<file path="src/hdl/assert_macros.svh">
// ----------------------------------------------------------------------------
// Assertion macros
// Immediate-implication and next-cycle-implication property wrappers.
// ----------------------------------------------------------------------------
`ifndef ASSERT_MACROS_SVH
`define ASSERT_MACROS_SVH

// hold: cons must be true in the same cycle as ante
`define ASSERT_SAME(lbl, ante, cons, msg) \
  lbl: assert property (@(posedge clk) disable iff (!rst_n) (ante) |-> (cons)) \
    else $error(msg);

// advance: cons must be true in the cycle after ante
`define ASSERT_NEXT(lbl, ante, cons, msg) \
  lbl: assert property (@(posedge clk) disable iff (!rst_n) (ante) |=> (cons)) \
    else $error(msg);

`endif

</file>
<file path="src/hdl/spac_pkg.sv">
// ----------------------------------------------------------------------------
// spac_pkg
// Shared constants, types and the CORDIC arctangent table.
// ----------------------------------------------------------------------------
`timescale 1ns / 1ps
`default_nettype none

package spac_pkg;

  localparam int ANGLE_BITS   = 16;
  localparam int CORDIC_STEPS = 16;
  localparam int STEP_W       = $clog2(CORDIC_STEPS);
  localparam int ATAN_IDX_W   = 5;
  localparam int TURN_W       = 32;
  localparam int RES_W        = TURN_W - 2;
  localparam int CORD_W       = 34;
  localparam int ZW           = 33;
  localparam int TRIG_W       = 32;
  localparam int VALUE_W      = 16;
  localparam int COORD_W      = 17;
  localparam int PROD_W       = 2 * TRIG_W;
  localparam int ACC_W        = PROD_W + 2;
  localparam int PROD_SHIFT   = 46;
  localparam int SINGLE_SHIFT = 16;
  localparam int RND_W        = ACC_W - PROD_SHIFT;

  localparam logic signed [CORD_W-1:0] CORDIC_GAIN = 34'sd652032874;

  localparam int QDEPTH = 2;
  localparam int QPTR_W = $clog2(QDEPTH);
  localparam int QCNT_W = $clog2(QDEPTH + 1);

  typedef enum logic {
    CMD_SET  = 1'b0,
    CMD_MOVE = 1'b1
  } cmd_t;

  typedef enum logic {
    MODE_TORUS  = 1'b0,
    MODE_SPHERE = 1'b1
  } surf_mode_t;

  typedef struct packed {
    surf_mode_t              mode;
    logic [ANGLE_BITS-1:0]   azimuth;
    logic [ANGLE_BITS-1:0]   polar;
  } point_item_t;

  function automatic logic signed [ZW-1:0] atan_turn(input logic [ATAN_IDX_W-1:0] idx);
    logic signed [ZW-1:0] v;
    case (idx)
      5'd0:    v = 33'sh20000000;
      5'd1:    v = 33'sh12E4051E;
      5'd2:    v = 33'sh09FB385B;
      5'd3:    v = 33'sh051111D4;
      5'd4:    v = 33'sh028B0D43;
      5'd5:    v = 33'sh0145D7E1;
      5'd6:    v = 33'sh00A2F61E;
      5'd7:    v = 33'sh00517C55;
      5'd8:    v = 33'sh0028BE53;
      5'd9:    v = 33'sh00145F2F;
      5'd10:   v = 33'sh000A2F98;
      5'd11:   v = 33'sh000517CC;
      5'd12:   v = 33'sh00028BE6;
      5'd13:   v = 33'sh000145F3;
      5'd14:   v = 33'sh0000A2FA;
      5'd15:   v = 33'sh0000517D;
      5'd16:   v = 33'sh000028BE;
      5'd17:   v = 33'sh0000145F;
      5'd18:   v = 33'sh00000A30;
      5'd19:   v = 33'sh00000518;
      5'd20:   v = 33'sh0000028C;
      5'd21:   v = 33'sh00000146;
      5'd22:   v = 33'sh000000A3;
      5'd23:   v = 33'sh00000051;
      default: v = '0;
    endcase
    return v;
  endfunction

endpackage

`default_nettype wire

</file>
<file path="src/hdl/spac_queue.sv">
// ----------------------------------------------------------------------------
// spac_queue
// Short FIFO of point items between the front and the back.
// ----------------------------------------------------------------------------
`timescale 1ns / 1ps
`default_nettype none

module spac_queue (
  input  logic                  clk,
  input  logic                  rst_n,
  input  logic                  push,
  input  spac_pkg::point_item_t item_in,
  output logic                  full,
  input  logic                  pop,
  output spac_pkg::point_item_t item_out,
  output logic                  empty
);
  import spac_pkg::*;

  point_item_t       mem_r [QDEPTH];
  logic [QPTR_W-1:0] wr_ptr_r;
  logic [QPTR_W-1:0] rd_ptr_r;
  logic [QCNT_W-1:0] cnt_r;
  logic              do_push;
  logic              do_pop;

  assign full     = (cnt_r == QCNT_W'(QDEPTH));
  assign empty    = (cnt_r == '0);
  assign do_push  = push && !full;
  assign do_pop   = pop && !empty;
  assign item_out = mem_r[rd_ptr_r];

  always_ff @(posedge clk) begin
    if (!rst_n) begin
      wr_ptr_r <= '0;
      rd_ptr_r <= '0;
      cnt_r    <= '0;
    end else begin
      if (do_push) begin
        mem_r[wr_ptr_r] <= item_in;
        wr_ptr_r <= (wr_ptr_r == QPTR_W'(QDEPTH - 1)) ? '0 : wr_ptr_r + QPTR_W'(1);
      end
      if (do_pop) begin
        rd_ptr_r <= (rd_ptr_r == QPTR_W'(QDEPTH - 1)) ? '0 : rd_ptr_r + QPTR_W'(1);
      end
      if (do_push && !do_pop) begin
        cnt_r <= cnt_r + QCNT_W'(1);
      end else if (do_pop && !do_push) begin
        cnt_r <= cnt_r - QCNT_W'(1);
      end
    end
  end

endmodule

`default_nettype wire

</file>
<file path="config.mk">
export PLATFORM = sky130hd
export DESIGN_NAME = spac_queue
export DESIGN_NICKNAME = d
export VERILOG_FILES = /design/src/hdl/assert_macros.svh /design/src/hdl/spac_pkg.sv /design/src/hdl/spac_queue.sv
export SDC_FILE = /design/constraint.sdc
export NUM_CORES = 1
export LEC_CHECK = 0
export ABC_AREA = 1
export BUFFER_PORTS_ARGS = -buffer_cell sky130_fd_sc_hd__buf_2
export CAP_MARGIN = 20
export CORE_AREA = 2 2 102 104
export DETAILED_ROUTE_END_ITERATION = 10
export DIE_AREA = 0 0 104 106
export GPL_TIMING_DRIVEN = 0
export PLACE_DENSITY_LB_ADDON = 0.05
export SYNTH_ARGS = -nofsm -noshare
export SYNTH_HDL_FRONTEND = slang
export SYNTH_SLANG_ARGS = --single-unit
</file>
<file path="constraint.sdc">
create_clock -name clk -period 4.3 [get_ports clk]
set_input_delay 0.86 -clock clk [delete_from_list [all_inputs] [get_ports clk]]
set_output_delay 0.86 -clock clk [all_outputs]
set_load 0.01 [all_outputs]
</file>
==> key figures <==
Setup path
  • CP endpoint: item_out[25]
  • Crit. End Element: output pin
  • Reg2Reg Setup Slack: 2.29 ns
  • Worst path required time: 3.44 ns
  • CP Class: reg2out
  • R2R depth: 4
  • Reg2reg end: mem_r[1][29]
  • Reg-to-reg critical path startpoint: cnt_r[0]
  • Setup crit start kind: flip-flop
  • Critical Path AT: between 1 and 1.5 ns
  • CP Max Fanout: 10

Clocking
  • CTS Sinks: 71
  • CTS tree: yes
  • Num CTS Buffers: 9
  • Clock Path Buffers: 2
  • PostCTS Resize Cnt: 0
  • H-tree Lvls: 3
  • Root buf cell: clkbuf_8
  • Worst-skew pair later-pin latency: between 0.3 and 0.4 ns
  • Post-CTS setup buffers: 0
  • Clock slew at reported path FFs: 0.07 ns
  • Hold Buf Count CTS: 0

Cells and area
  • FF+latch area: 2080 um^2
  • P&R area growth vs syn: 27.8%
  • Nets: 267
  • Fill cell total of the finished layout: 991
  • Finished Layout Cells: 370
  • Area occupied by multi-input gates: between 600 and 700 um^2
  • Share of layout cells above drive strength 1: 54.3%
  • Post-route cell area: 3560 um^2
  • Antenna diodes: 0

Place
  • Number of I/O port buffers: between 70 and 80
  • Pre-CTS WS: 1.79 ns
  • Hpwl dp: 3.68 mm
  • Gpl congestion: 0.654
  • Placed cell areas: 3380 um^2
  • Placed insts: approximately 350

STA
  • FMAX: 439 MHz
  • RSZ-0062 raised after global routing: false
  • Slew headroom: a little over half
  • Clock skew: ~0.0080 ns
  • Count of final hold-check violations: 0
  • Setup WS post-layout: 2.02 ns
  • Least-Margin Pin Slew: 0.713 ns
  • Final min period: 2.28 ns
  • Final Setup Violations: 0
  • Fin. max-slew vios: 0
  • Final period util: 53.0%

Floorplan
  • DIE AREA: around 11000 um^2
  • Core region area: about 10000 um^2
  • # IOs: 72
  • Initial Util: approximately 28%
  • Die width: between 100 and 150 um
  • Core Rows: 37
  • Die Ht: 106 um

GRT
  • Initial antenna violation count: 0
  • First-pass GRT wire length: 8.06 mm
  • Largest net degree at the start of global routing: 21
  • All-layer global routing usage: 9.91%
  • Grt total ovfl: 0
  • Vias in the first global route: 1603

Route
  • Antenna viol nets, final: 0
  • # DRC: 0
  • Final wirelength: roughly 5.2 mm
  • Routed length per placed instance: 14.2 um
  • Initial DRC count: 51
  • Total number of vias: 1501
  • Vias per std cell: 4.06
  • Router iterations before antenna repair: 4

Worst hold path
  • Worst min-delay path category: reg2reg
  • WHS Path Cells: 2

Power and ir drop
  • Max VDD drop: 0.168 mV
  • Power Density: 518 nW/um^2
  • Leak: 0.00140 uW

Synthesis
  • Share of the synthesized area in the top cell type: 71.1%
  • Syn_nets: 181
  • Seq/Total Area, Yosys: between 70% and 80%
  • Synth cell types: 15
  • Synth area leaders: edfxtp_1 71%, mux2_4 16%, dfxtp_1 3.6%, buf_12 2.2%, inv_1 1.3%
  • FFs w/ async S/R, synth: 0%
  • Most used DFF post-synth: edfxtp_1
  • EDFF count, synth: 66
  • Synth cell count leaders: 66 x edfxtp_1, 30 x mux2_4, 10 x inv_1
  • Synth Area per Inst: 19.5 um^2
  • Most frequent cell after synthesis: edfxtp_1
  • Yosys top cell by area: edfxtp_1
  • Synth Instances: 143
  • Yosys reg bits: 71
  • Synth Warn #: 0
  • Post-Syn Area: 2790 um^2

Run
  • Max cap viols: 0

Outcome
  • Status: complete, no violations
## through the flow
step	util, %	TNS [ns]	hold WS [ns]	total power, uW
final	35.6	0	0.484	1850
after global routing	35.6	0	0.515	1940
after CTS	35.6	0	0.492	1880
after detailed placement	33.8	0	0.480	1370
after global placement	33.1	-30.31	0.451	1340
after floorplan	-	0	0.443	1200
## critical path: stages, from the launching register on
cell and delay, ns:
dfxtp_1 0.33, buf_6 0.15, buf_12 0.15, mux2_4 0.30
buf_2 0.15
## report_power, final
| group | leakage, uW | internal, uW | switching, uW | total [uW] |
|---|---|---|---|---|
| sequential | 0.000646 | 829 | 23.6 | 852 |
| clock | 0.0000945 | 264 | 234 | 498 |
| combinational | 0.000664 | 255 | 240 | 495 |
## placed cells by master, fill, tap and decap left out
cell type  netlist  layout
buf_16           0       1
nand2_1          8       8
buf_2            0      71
nor2_4           0       1
clkbuf_1         0       2
inv_1           10      10
mux2_4          30      30
clkinv_2         0       3
nand4_1          1       1
nor3_2           0       1
clkbuf_8         0       9
o21ai_0          2       2
buf_4            0       1
ha_1             1       1
buf_12           3       3
a21oi_1          2       2
dfxtp_1          5       5
nor2_1           9       8
nand3_1          1       1
clkinv_1         0       1
edfxtp_1        66      66
bufinv_16        0       1
buf_6            1       3
mux2_2           3       3
## cell families after synthesis
group	count (synthesis)	synth area share, %
compound gates	4	0.718
fa+ha+maj	1	0.449
buf+inv	14	3.91
flops	71	74.7
mux	33	17.4
simple gates	20	2.87
## layout make-up
cell class                      count  share of cell area, %
Inverter                           10                   1.05
Multi-Input combinational cell     58                   17.1
Buffer                              4                   2.00
Timing Repair Buffer               75                   11.6
Sequential cell                    71                   58.4
Tap cell                          136                   4.78
Clock buffer                       11                   3.69
Clock inverter                      5                   1.37
## state kept, by name, indices dropped and copies added, names as in the netlist, named ones only
register and flops:
mem_r 66, cnt_r 2, rd_ptr_r 1, wr_ptr_r 1
## per-layer routing
layer	share of wire [%]	wire [um]	vias up	global-route usage [%]
met5	0	0	-	0
met2	54	2850	52	17.9
met1	38	2010	739	10.1
li1	-	-	705	-
met4	1.2	63	0	4.05
met3	6.1	320	5	4.17
## worst min path at each step
| stage | from | endpoint | slack (ns) |
|---|---|---|---|
| detailed placement | wr_ptr_r | wr_ptr_r | 0.48 |
| finish | wr_ptr_r | wr_ptr_r | 0.48 |
| global route | wr_ptr_r | wr_ptr_r | 0.51 |
| CTS | wr_ptr_r | wr_ptr_r | 0.49 |
| floorplan | wr_ptr_r | wr_ptr_r | 0.44 |
| global placement | wr_ptr_r | wr_ptr_r | 0.45 |
No activity file was read; power rests on OpenSTA's default activity.
