File: src/hdl/assert_macros.svh
// ----------------------------------------------------------------------------
// Assertion macros
// Immediate-implication and next-cycle-implication property wrappers.
// ----------------------------------------------------------------------------
`ifndef ASSERT_MACROS_SVH
`define ASSERT_MACROS_SVH

// hold: cons must be true in the same cycle as ante
`define ASSERT_SAME(lbl, ante, cons, msg) \
  lbl: assert property (@(posedge clk) disable iff (!rst_n) (ante) |-> (cons)) \
    else $error(msg);

// advance: cons must be true in the cycle after ante
`define ASSERT_NEXT(lbl, ante, cons, msg) \
  lbl: assert property (@(posedge clk) disable iff (!rst_n) (ante) |=> (cons)) \
    else $error(msg);

`endif

File: src/hdl/spac_pkg.sv
// ----------------------------------------------------------------------------
// spac_pkg
// Shared constants, types and the CORDIC arctangent table.
// ----------------------------------------------------------------------------
`timescale 1ns / 1ps
`default_nettype none

package spac_pkg;

  localparam int ANGLE_BITS   = 16;
  localparam int CORDIC_STEPS = 16;
  localparam int STEP_W       = $clog2(CORDIC_STEPS);
  localparam int ATAN_IDX_W   = 5;
  localparam int TURN_W       = 32;
  localparam int RES_W        = TURN_W - 2;
  localparam int CORD_W       = 34;
  localparam int ZW           = 33;
  localparam int TRIG_W       = 32;
  localparam int VALUE_W      = 16;
  localparam int COORD_W      = 17;
  localparam int PROD_W       = 2 * TRIG_W;
  localparam int ACC_W        = PROD_W + 2;
  localparam int PROD_SHIFT   = 46;
  localparam int SINGLE_SHIFT = 16;
  localparam int RND_W        = ACC_W - PROD_SHIFT;

  localparam logic signed [CORD_W-1:0] CORDIC_GAIN = 34'sd652032874;

  localparam int QDEPTH = 2;
  localparam int QPTR_W = $clog2(QDEPTH);
  localparam int QCNT_W = $clog2(QDEPTH + 1);

  typedef enum logic {
    CMD_SET  = 1'b0,
    CMD_MOVE = 1'b1
  } cmd_t;

  typedef enum logic {
    MODE_TORUS  = 1'b0,
    MODE_SPHERE = 1'b1
  } surf_mode_t;

  typedef struct packed {
    surf_mode_t              mode;
    logic [ANGLE_BITS-1:0]   azimuth;
    logic [ANGLE_BITS-1:0]   polar;
  } point_item_t;

  function automatic logic signed [ZW-1:0] atan_turn(input logic [ATAN_IDX_W-1:0] idx);
    logic signed [ZW-1:0] v;
    case (idx)
      5'd0:    v = 33'sh20000000;
      5'd1:    v = 33'sh12E4051E;
      5'd2:    v = 33'sh09FB385B;
      5'd3:    v = 33'sh051111D4;
      5'd4:    v = 33'sh028B0D43;
      5'd5:    v = 33'sh0145D7E1;
      5'd6:    v = 33'sh00A2F61E;
      5'd7:    v = 33'sh00517C55;
      5'd8:    v = 33'sh0028BE53;
      5'd9:    v = 33'sh00145F2F;
      5'd10:   v = 33'sh000A2F98;
      5'd11:   v = 33'sh000517CC;
      5'd12:   v = 33'sh00028BE6;
      5'd13:   v = 33'sh000145F3;
      5'd14:   v = 33'sh0000A2FA;
      5'd15:   v = 33'sh0000517D;
      5'd16:   v = 33'sh000028BE;
      5'd17:   v = 33'sh0000145F;
      5'd18:   v = 33'sh00000A30;
      5'd19:   v = 33'sh00000518;
      5'd20:   v = 33'sh0000028C;
      5'd21:   v = 33'sh00000146;
      5'd22:   v = 33'sh000000A3;
      5'd23:   v = 33'sh00000051;
      default: v = '0;
    endcase
    return v;
  endfunction

endpackage

`default_nettype wire

File: src/hdl/spac_front.sv
// ----------------------------------------------------------------------------
// spac_front
// Accepts commands, keeps the angle state and mode, queues wrapped angles.
// ----------------------------------------------------------------------------
`timescale 1ns / 1ps
`default_nettype none

module spac_front (
  input  logic                                  clk,
  input  logic                                  rst_n,
  input  logic                                  cfg_wr_en,
  input  logic                                  cfg_wr_data,
  input  logic                                  in_push,
  output logic                                  in_full,
  input  logic                                  in_command,
  input  logic signed [spac_pkg::VALUE_W-1:0]   in_azimuth_value,
  input  logic signed [spac_pkg::VALUE_W-1:0]   in_polar_value,
  output logic                                  q_push,
  output spac_pkg::point_item_t                 q_item,
  input  logic                                  q_full
);
  import spac_pkg::*;

  surf_mode_t              mode_r;
  logic [ANGLE_BITS-1:0]   az_r;
  logic [ANGLE_BITS-1:0]   po_r;
  logic [ANGLE_BITS-1:0]   az_nxt;
  logic [ANGLE_BITS-1:0]   po_nxt;
  logic signed [ANGLE_BITS-1:0] az_ext;
  logic signed [ANGLE_BITS-1:0] po_ext;
  logic [ANGLE_BITS-1:0]   az_sum;
  logic [ANGLE_BITS-1:0]   po_sum;

  assign in_full = q_full;
  assign q_push  = in_push && !q_full;

  always_comb begin
    az_ext = ANGLE_BITS'(in_azimuth_value);
    po_ext = ANGLE_BITS'(in_polar_value);
    az_sum = az_r + az_ext;
    po_sum = po_r + po_ext;
    if (in_command == CMD_MOVE) begin
      az_nxt = az_sum;
      if (mode_r == MODE_SPHERE) begin
        po_nxt = {1'b0, po_sum[ANGLE_BITS-2:0]};
      end else begin
        po_nxt = po_sum;
      end
    end else begin
      az_nxt = az_ext;
      po_nxt = po_ext;
    end
    q_item.mode    = mode_r;
    q_item.azimuth = az_nxt;
    q_item.polar   = po_nxt;
  end

  always_ff @(posedge clk) begin
    if (!rst_n) begin
      mode_r <= MODE_TORUS;
      az_r   <= '0;
      po_r   <= '0;
    end else begin
      if (cfg_wr_en) begin
        mode_r <= surf_mode_t'(cfg_wr_data);
      end
      if (q_push) begin
        az_r <= az_nxt;
        po_r <= po_nxt;
      end
    end
  end

endmodule

`default_nettype wire

File: config.mk
export PLATFORM = sky130hd
export DESIGN_NAME = spac_front
export DESIGN_NICKNAME = d
export VERILOG_FILES = /design/src/hdl/assert_macros.svh /design/src/hdl/spac_pkg.sv /design/src/hdl/spac_front.sv
export SDC_FILE = /design/constraint.sdc
export NUM_CORES = 1
export LEC_CHECK = 0
export CORE_MARGIN = 2
export CORE_UTILIZATION = 55
export CTS_CLUSTER_SIZE = 28
export DETAILED_ROUTE_END_ITERATION = 10
export DONT_BUFFER_PORTS = 1
export PLACE_DENSITY = 0.79
export SLEW_MARGIN = 20
export SYNTH_ARGS = -nofsm -noshare
export SYNTH_HDL_FRONTEND = slang
export SYNTH_SLANG_ARGS = --single-unit
File: constraint.sdc
create_clock -name clk -period 2.6 [get_ports clk]
set_input_delay 0.13 -clock clk [delete_from_list [all_inputs] [get_ports clk]]
set_output_delay 0.13 -clock clk [all_outputs]
set_load 0.1 [all_outputs]
==> results of run 1 <==
-- final cells by class --
| cell class | instances | area, µm² | area share (%) |
|---|---|---|---|
| clock buffers | 7 | 96.3 | 2.17 |
| clock inverters | 1 | 5.00 | 0.113 |
| inverters | 14 | 52.6 | 1.18 |
| multi-input cells | 343 | 2880 | 65.0 |
| flip-flops and latches | 33 | 669 | 15.1 |
| well taps | 75 | 93.8 | 2.12 |
| repair buffers | 60 | 636 | 14.3 |
-- repair_timing --
| item | in CTS | in global routing |
|---|---|---|
| resized for setup | 30 | 32 |
| endpoints found under the hold margin | 27 | 0 |
| buffers inserted | 14 | 10 |
| hold buffers | 1 | 0 |
| pin swaps | 26 | 30 |
| endpoints found under the setup margin | 12 | 17 |
-- stage by stage --
stage               hold slack [ns]  utilization, %  cell area, µm²  instances
detailed placement            0.261            65.4            3830        502
floorplan                     0.299               -            3420        410
finish                       0.0101            75.8            4440        533
CTS                         0.00779            71.6            4190        525
global placement              0.261            65.4            3830        502
global route                 0.0198            75.8            4440        533
-- state kept, by name, indices dropped and copies added, names as in the netlist --
name / cells
po_r: 16
mode_r: 1
az_r: 16
-- power breakdown --
part	total [mW]	internal (mW)	switching (mW)	leakage, nW
Clock	0.458	0.240	0.218	0.0542
Combinational	1.50	0.534	0.970	1.51
Sequential	0.571	0.543	0.0284	0.274
-- metal layers --
metal,vias up,global-route usage (%),wire [µm]
li1,1594,-,-
met2,91,52.0,4940
met3,21,6.15,451
met5,-,0,0
met4,0,8.81,191
met1,1585,30.7,3740
-- cells in the final DEF, fill, tap and decap left out, types with 8 or more instances in the layout --
cell type / instances
o21ai_0: 25
inv_1: 13
dfxtp_1: 26
ha_4: 11
buf_4: 43
a21oi_1: 22
xnor2_1: 13
a21oi_2: 11
a21o_1: 8
ha_1: 19
nor2_1: 37
nand2_1: 39
mux2_2: 12
buf_12: 14
-- cells by family after synthesis --
group	synth area share [%]
AO/OA/AOI/OAI	32.7
AND/OR/NAND/NOR	17.5
buffers and inverters	5.26
multiplexers	6.70
XOR/XNOR	5.30
flip-flops	20.0
adder cells (fa/ha/maj)	12.6
-- path summary, 6_finish.rpt --
path                    start          to  slack [ns]  depth (start not counted)
setup / recovery      po_r[0]  q_item[14]       -0.33                         10
hold / removal    cfg_wr_data      mode_r        0.01                          2
setup reg to reg      po_r[0]    po_r[14]        0.05                         10
hold reg to reg      az_r[13]    az_r[13]        0.48                          2
-- worst max-delay path: stages (launching register included) --
cell      delay, ns
dfxtp_2        0.34
ha_4           0.16
fa_2           0.37
a21oi_4        0.16
o22ai_2        0.11
o41ai_4        0.31
o221ai_2       0.14
a221oi_2       0.30
mux2_4         0.35
o21ai_4        0.07
buf_12         0.19
==> metrics.md, run 1 <==
| Metric | Value |
|---|---|
| Initial Utilization | 56.5% |
| Die H | 81.5 µm |
| PortBufs | 0 |
| Status | finished with violations |
| Seq/Total Area, Yosys | 20.0% |
| Clock skew | 0.0126 ns |
| VDD IR max | 0.000365 V |
| DR vias | 3291 |
| I/O Pins | 74 |
| Most common cell in the netlist | nand2_1 |
| Critical path launch point type | register |
| Worst-path clk slew | 0.07 ns |
| Total grt overflow | 0 |
| Design Power | 2.53 mW |
| Detailed Place HPWL | 6.00 mm |
| Static Leak | 1.84 nW |
| Vias/cell | 6.17 |
| Final WS setup | -0.331 ns |
| Largest net degree at the start of global routing | 48 |
| Vias in the first global route | 3201 |
| Root buffer cell | clkbuf_8 |
| Iter 0 DRT Violations | 103 |
| Slew Limit Fails | 0 |
| Syn Inst Count | 410 |
| TritonRoute pass-1 iters | 4 |
| PD cells | 571 nW/µm² |
| Synthesized area | 3300 µm² |
| Critical Path Sink Type | output pin |
| Fin nets | 528 |
| Final wirelength | 9.32 mm |
| Number of synthesized register bits | 33 |
| Critical path type | register to output pin |
| Number of synthesized flops with an enable pin | 0 |
| Setup-failing EPs final | 7 |
| CP Data Arrival Time | 2.80 ns |
| GP Congestion | 0.902 |
| Fraction of registers with async set/reset | 0% |
| Clk_lat worst skew | 0.30 ns |
| RSZ-0062 raised after global routing | yes |
| FMAX | 341 MHz |
| All-layer global routing usage | 27.7% |
| Synth top area cells | dfxtp_1 (20%), ha_1 (11%), nand2_1 (5.0%) |
| Final Critical Period | 2.93 ns |
| Die width | 81.5 µm |
| Clk sinks | 33 |
| Antenna cell count | 0 |
| DRC | 0 |
| Syn_area_per_cell | 8.06 µm² |
| Routed len/inst | 17.5 µm |
| Layout cell share with drive strength beyond 1 | 35.8% |
| Main synth FF type | dfxtp_1 |
| H-Tree Depth | 2 |
| CTS tree | done |
| Yosys top cell area share | 20.0% |
| Final period util | 113% |
| Area delta synth->final | 34.3% |
| CTS Buf Count | 5 |
| Fillers | 410 |
| Core area | 5850 µm² |
| Syn_nets | 481 |
| Relative slew slack | 29.6% |
| Slew of the pin with the lowest slew margin | 1.05 ns |
| First-pass GRT wire length | 14.6 mm |
| Max-cap viol count | 0 |
| Maximum clock insertion buffer count | 2 |
| ANT nets after route | 0 |
| Synth top cells by count | nand2_1 (44), nor2_1 (39), dfxtp_1 (33) |
| Die area | 6640 µm² |
| Final Hold Fails | 0 |
| Crit path max fanout | 2 |
| Area leader, netlist | dfxtp_1 |
| Worst hold path type | input port to register |
| Failing checks | negative setup slack |
| Setup WS pre-CTS | -0.120 ns |
| Ys Warns | 0 |
| TNS Setup | -1.19 ns |
| Required @ worst endpoint | 2.47 ns |
| Row count | 28 |
| Antenna violations before repair | 0 |
| Post-synth cell types | 70 |
(Power assumes the default switching activity.)
==> run 2, diff against run 1 <==
ABC_AREA = 1   (was not set)
REMOVE_ABC_BUFFERS = 1   (was not set)
==> metrics.md, run 2 <==
| Metric | Value |
|---|---|
| Status | complete, no violations |
| Post-layout util | 62.7% |
| GP Congestion | 0.892 |
| Layout cell share with drive strength beyond 1 | 10.3% |
| Syn_area_per_cell | 5.62 µm² |
| Number of synthesized register bits | 33 |
| Row count | 29 |
| Final Critical Period | 2.48 ns |
| Top flop regs | az_r x16, po_r x16, mode_r x1 |
| Largest net degree at the start of global routing | 37 |
| Yosys top cell area share | 24.5% |
| Met3 GRT Util | 5.14% |
| Top Usage Layer GRT | met2 |
| Final period util | 95.3% |
| Antenna cell count | 0 |
| CP Data Arrival Time | 2.35 ns |
| Worst-path clk slew | 0.07 ns |
| RSZ-0062 raised after global routing | no |
| Reg2reg start | po_r[0] |
| Critical path launch point type | register |
| Die area | 7020 µm² |
| Crit path from | po_r[0] |
| Number of synthesized flops with an enable pin | 0 |
| Vias/cell | 5.14 |
| FMAX | 404 MHz |
| PD cells | 547 nW/µm² |
| DR vias | 3738 |
| Met2 Use GR | 47.6% |
| # placed instances | 717 |
| CTS Buf Count | 5 |
| Die H | 83.8 µm |
| Critical path type | register to output pin |
| Slew Limit Fails | 0 |
| Final wirelength | 8.67 mm |
| VDD IR max | 0.000376 V |
| Die width | 83.8 µm |
| Maximum clock insertion buffer count | 2 |
| Clk_lat worst skew | 0.30 ns |
| H-Tree Depth | 2 |
| GR Util met1 | 28.3% |
| First-pass GRT wire length | 15.2 mm |
| Critical Path Sink Type | output pin |
| Hold wc startpoint | in_command |
| Synth top area cells | nand2_1 (24%), dfxtp_1 (19%), inv_1 (11%) |
| Setup-failing EPs final | 0 |
| DRC | 0 |
| Worst hold path type | input port to register |
| Commonest non-fill, non-tap cell in the layout | nand2_1 |
| Relative slew slack | 25.2% |
| Most frequent cells in the layout | nand2_1 (228), inv_1 (104), nor2_1 (73) |
| Initial Utilization | 56.1% |
| Iter 0 DRT Violations | 111 |
| Clock skew | 0.00479 ns |
| Detailed Place HPWL | 6.48 mm |
| Post-CTS Setup Inserts | 0 |
| TNS Setup | 0 ns |
| CTS tree | done |
| All-layer global routing usage | 25.6% |
| Fillers | 615 |
| Antenna violations before repair | 0 |
| Max-cap viol count | 0 |
| Core area | 6240 µm² |
| Design Power | 2.14 mW |
| Crit path max fanout | 3 |
| Root buffer cell | clkbuf_8 |
| Most common cell in the netlist | nand2_1 |
| Placed Area | 3790 µm² |
| Required @ worst endpoint | 2.47 ns |
| ANT nets after route | 0 |
| Fraction of registers with async set/reset | 0% |
| Syn Inst Count | 623 |
| Total grt overflow | 0 |
| Area delta synth->final | 11.8% |
| Clk sinks | 33 |
| Seq/Total Area, Yosys | 18.9% |
| Post-route cell area | 3910 µm² |
| TritonRoute pass-1 iters | 4 |
| Fin nets | 721 |
| PortBufs | 0 |
| Synthesized area | 3500 µm² |
| Post-synth cell types | 30 |
| Final Hold Fails | 0 |
| I/O Pins | 74 |
| Routed len/inst | 11.9 µm |
| Main synth FF type | dfxtp_1 |
| Slew of the pin with the lowest slew margin | 1.12 ns |
| Vias in the first global route | 3694 |
| Area leader, netlist | nand2_1 |
| Synth top cells by count | nand2_1 (228), inv_1 (104), nor2_1 (74) |
| Layout Cells excl Fill | 727 |
| Static Leak | 2.41 nW |
| Ys Warns | 0 |
==> run 2: cell count changes in the layout (fill, tap and decap cells not counted), sizes merged, moves of 8 or more <==
| cell | previous run | this run |
|---|---|---|
| nand3 | 6 | 50 |
| a21oi | 37 | 17 |
| nand2 | 44 | 229 |
| xnor2 | 15 | 2 |
| inv | 14 | 109 |
| a21o | 9 | 0 |
| mux2 | 16 | 0 |
| buf | 59 | 33 |
| nor2 | 39 | 74 |
| a21boi | 8 | 0 |
| o21ai | 36 | 25 |
==> run 2: power breakdown <==
part           leakage (nW)  switching (mW)  internal (mW)  total, mW
clock                0.0443           0.209          0.211      0.419
combinational          2.10           0.872          0.286       1.16
sequential            0.272          0.0208          0.542      0.562
total                  2.41            1.10           1.04       2.14
==> run 2: stage by stage <==
step                      hold WS, ns  worst slack, ns
after floorplan                 0.223            -1.60
after global placement          0.227            0.534
after detailed placement        0.231            0.462
after CTS                      0.0115            0.137
after global routing           0.0152          0.00836
final                         0.00927            0.123
==> run 2: cell type report <==
| cell class | instances | area (µm²) | area share [%] |
|---|---|---|---|
| clock buffers | 7 | 86.3 | 2.21 |
| well taps | 77 | 96.3 | 2.46 |
| repair buffers | 36 | 282 | 7.20 |
| flip-flops and latches | 33 | 661 | 16.9 |
| inverters | 109 | 409 | 10.5 |
| multi-input cells | 465 | 2380 | 60.8 |
==> run 2: path summary, 6_finish.rpt <==
kind / to / slack (ns) / depth (start not counted)
setup reg to reg: po_r[6] / 0.63 / 11
hold reg to reg: az_r[0] / 0.55 / 2
hold / removal: az_r[1] / 0.009 / 2
setup / recovery: q_item[8] / 0.12 / 11
==> run 2: kinds of logic (layout without fill, tap and decap cells) <==
| group | after synthesis | count (layout) | share of synthesized area [%] |
|---|---|---|---|
| compound gates | 49 | 49 | 7.47 |
| fa+ha+maj | 32 | 32 | 11.9 |
| simple gates | 374 | 374 | 45.0 |
| flops | 33 | 33 | 18.9 |
| xor+xnor | 10 | 10 | 2.50 |
| buf+inv | 125 | 152 | 14.2 |
==> run 2: critical path, cell delays in order, from the launching register on <==
cell	delay [ns]
dfxtp_1	0.32
ha_1	0.21
fa_1	0.40
nand2_1	0.12
nand3_1	0.10
and2_2	0.21
nand2_1	0.06
nand2_1	0.07
a21oi_1	0.15
o21ai_1	0.11
nand2_1	0.08
buf_6	0.22
==> run 2: per-layer routing <==
layer  part of all wire (%)  wire length, µm
met5                      0                0
met1                     43             3710
met4                    2.2              192
met2                     51             4400
met3                    4.2              368
==> run 2: repair_timing <==
item                       in CTS  in global routing
setup endpoints to repair       0                  1
hold endpoints to repair        5                  0
resized for setup               0                  1
hold buffers                    3                  0
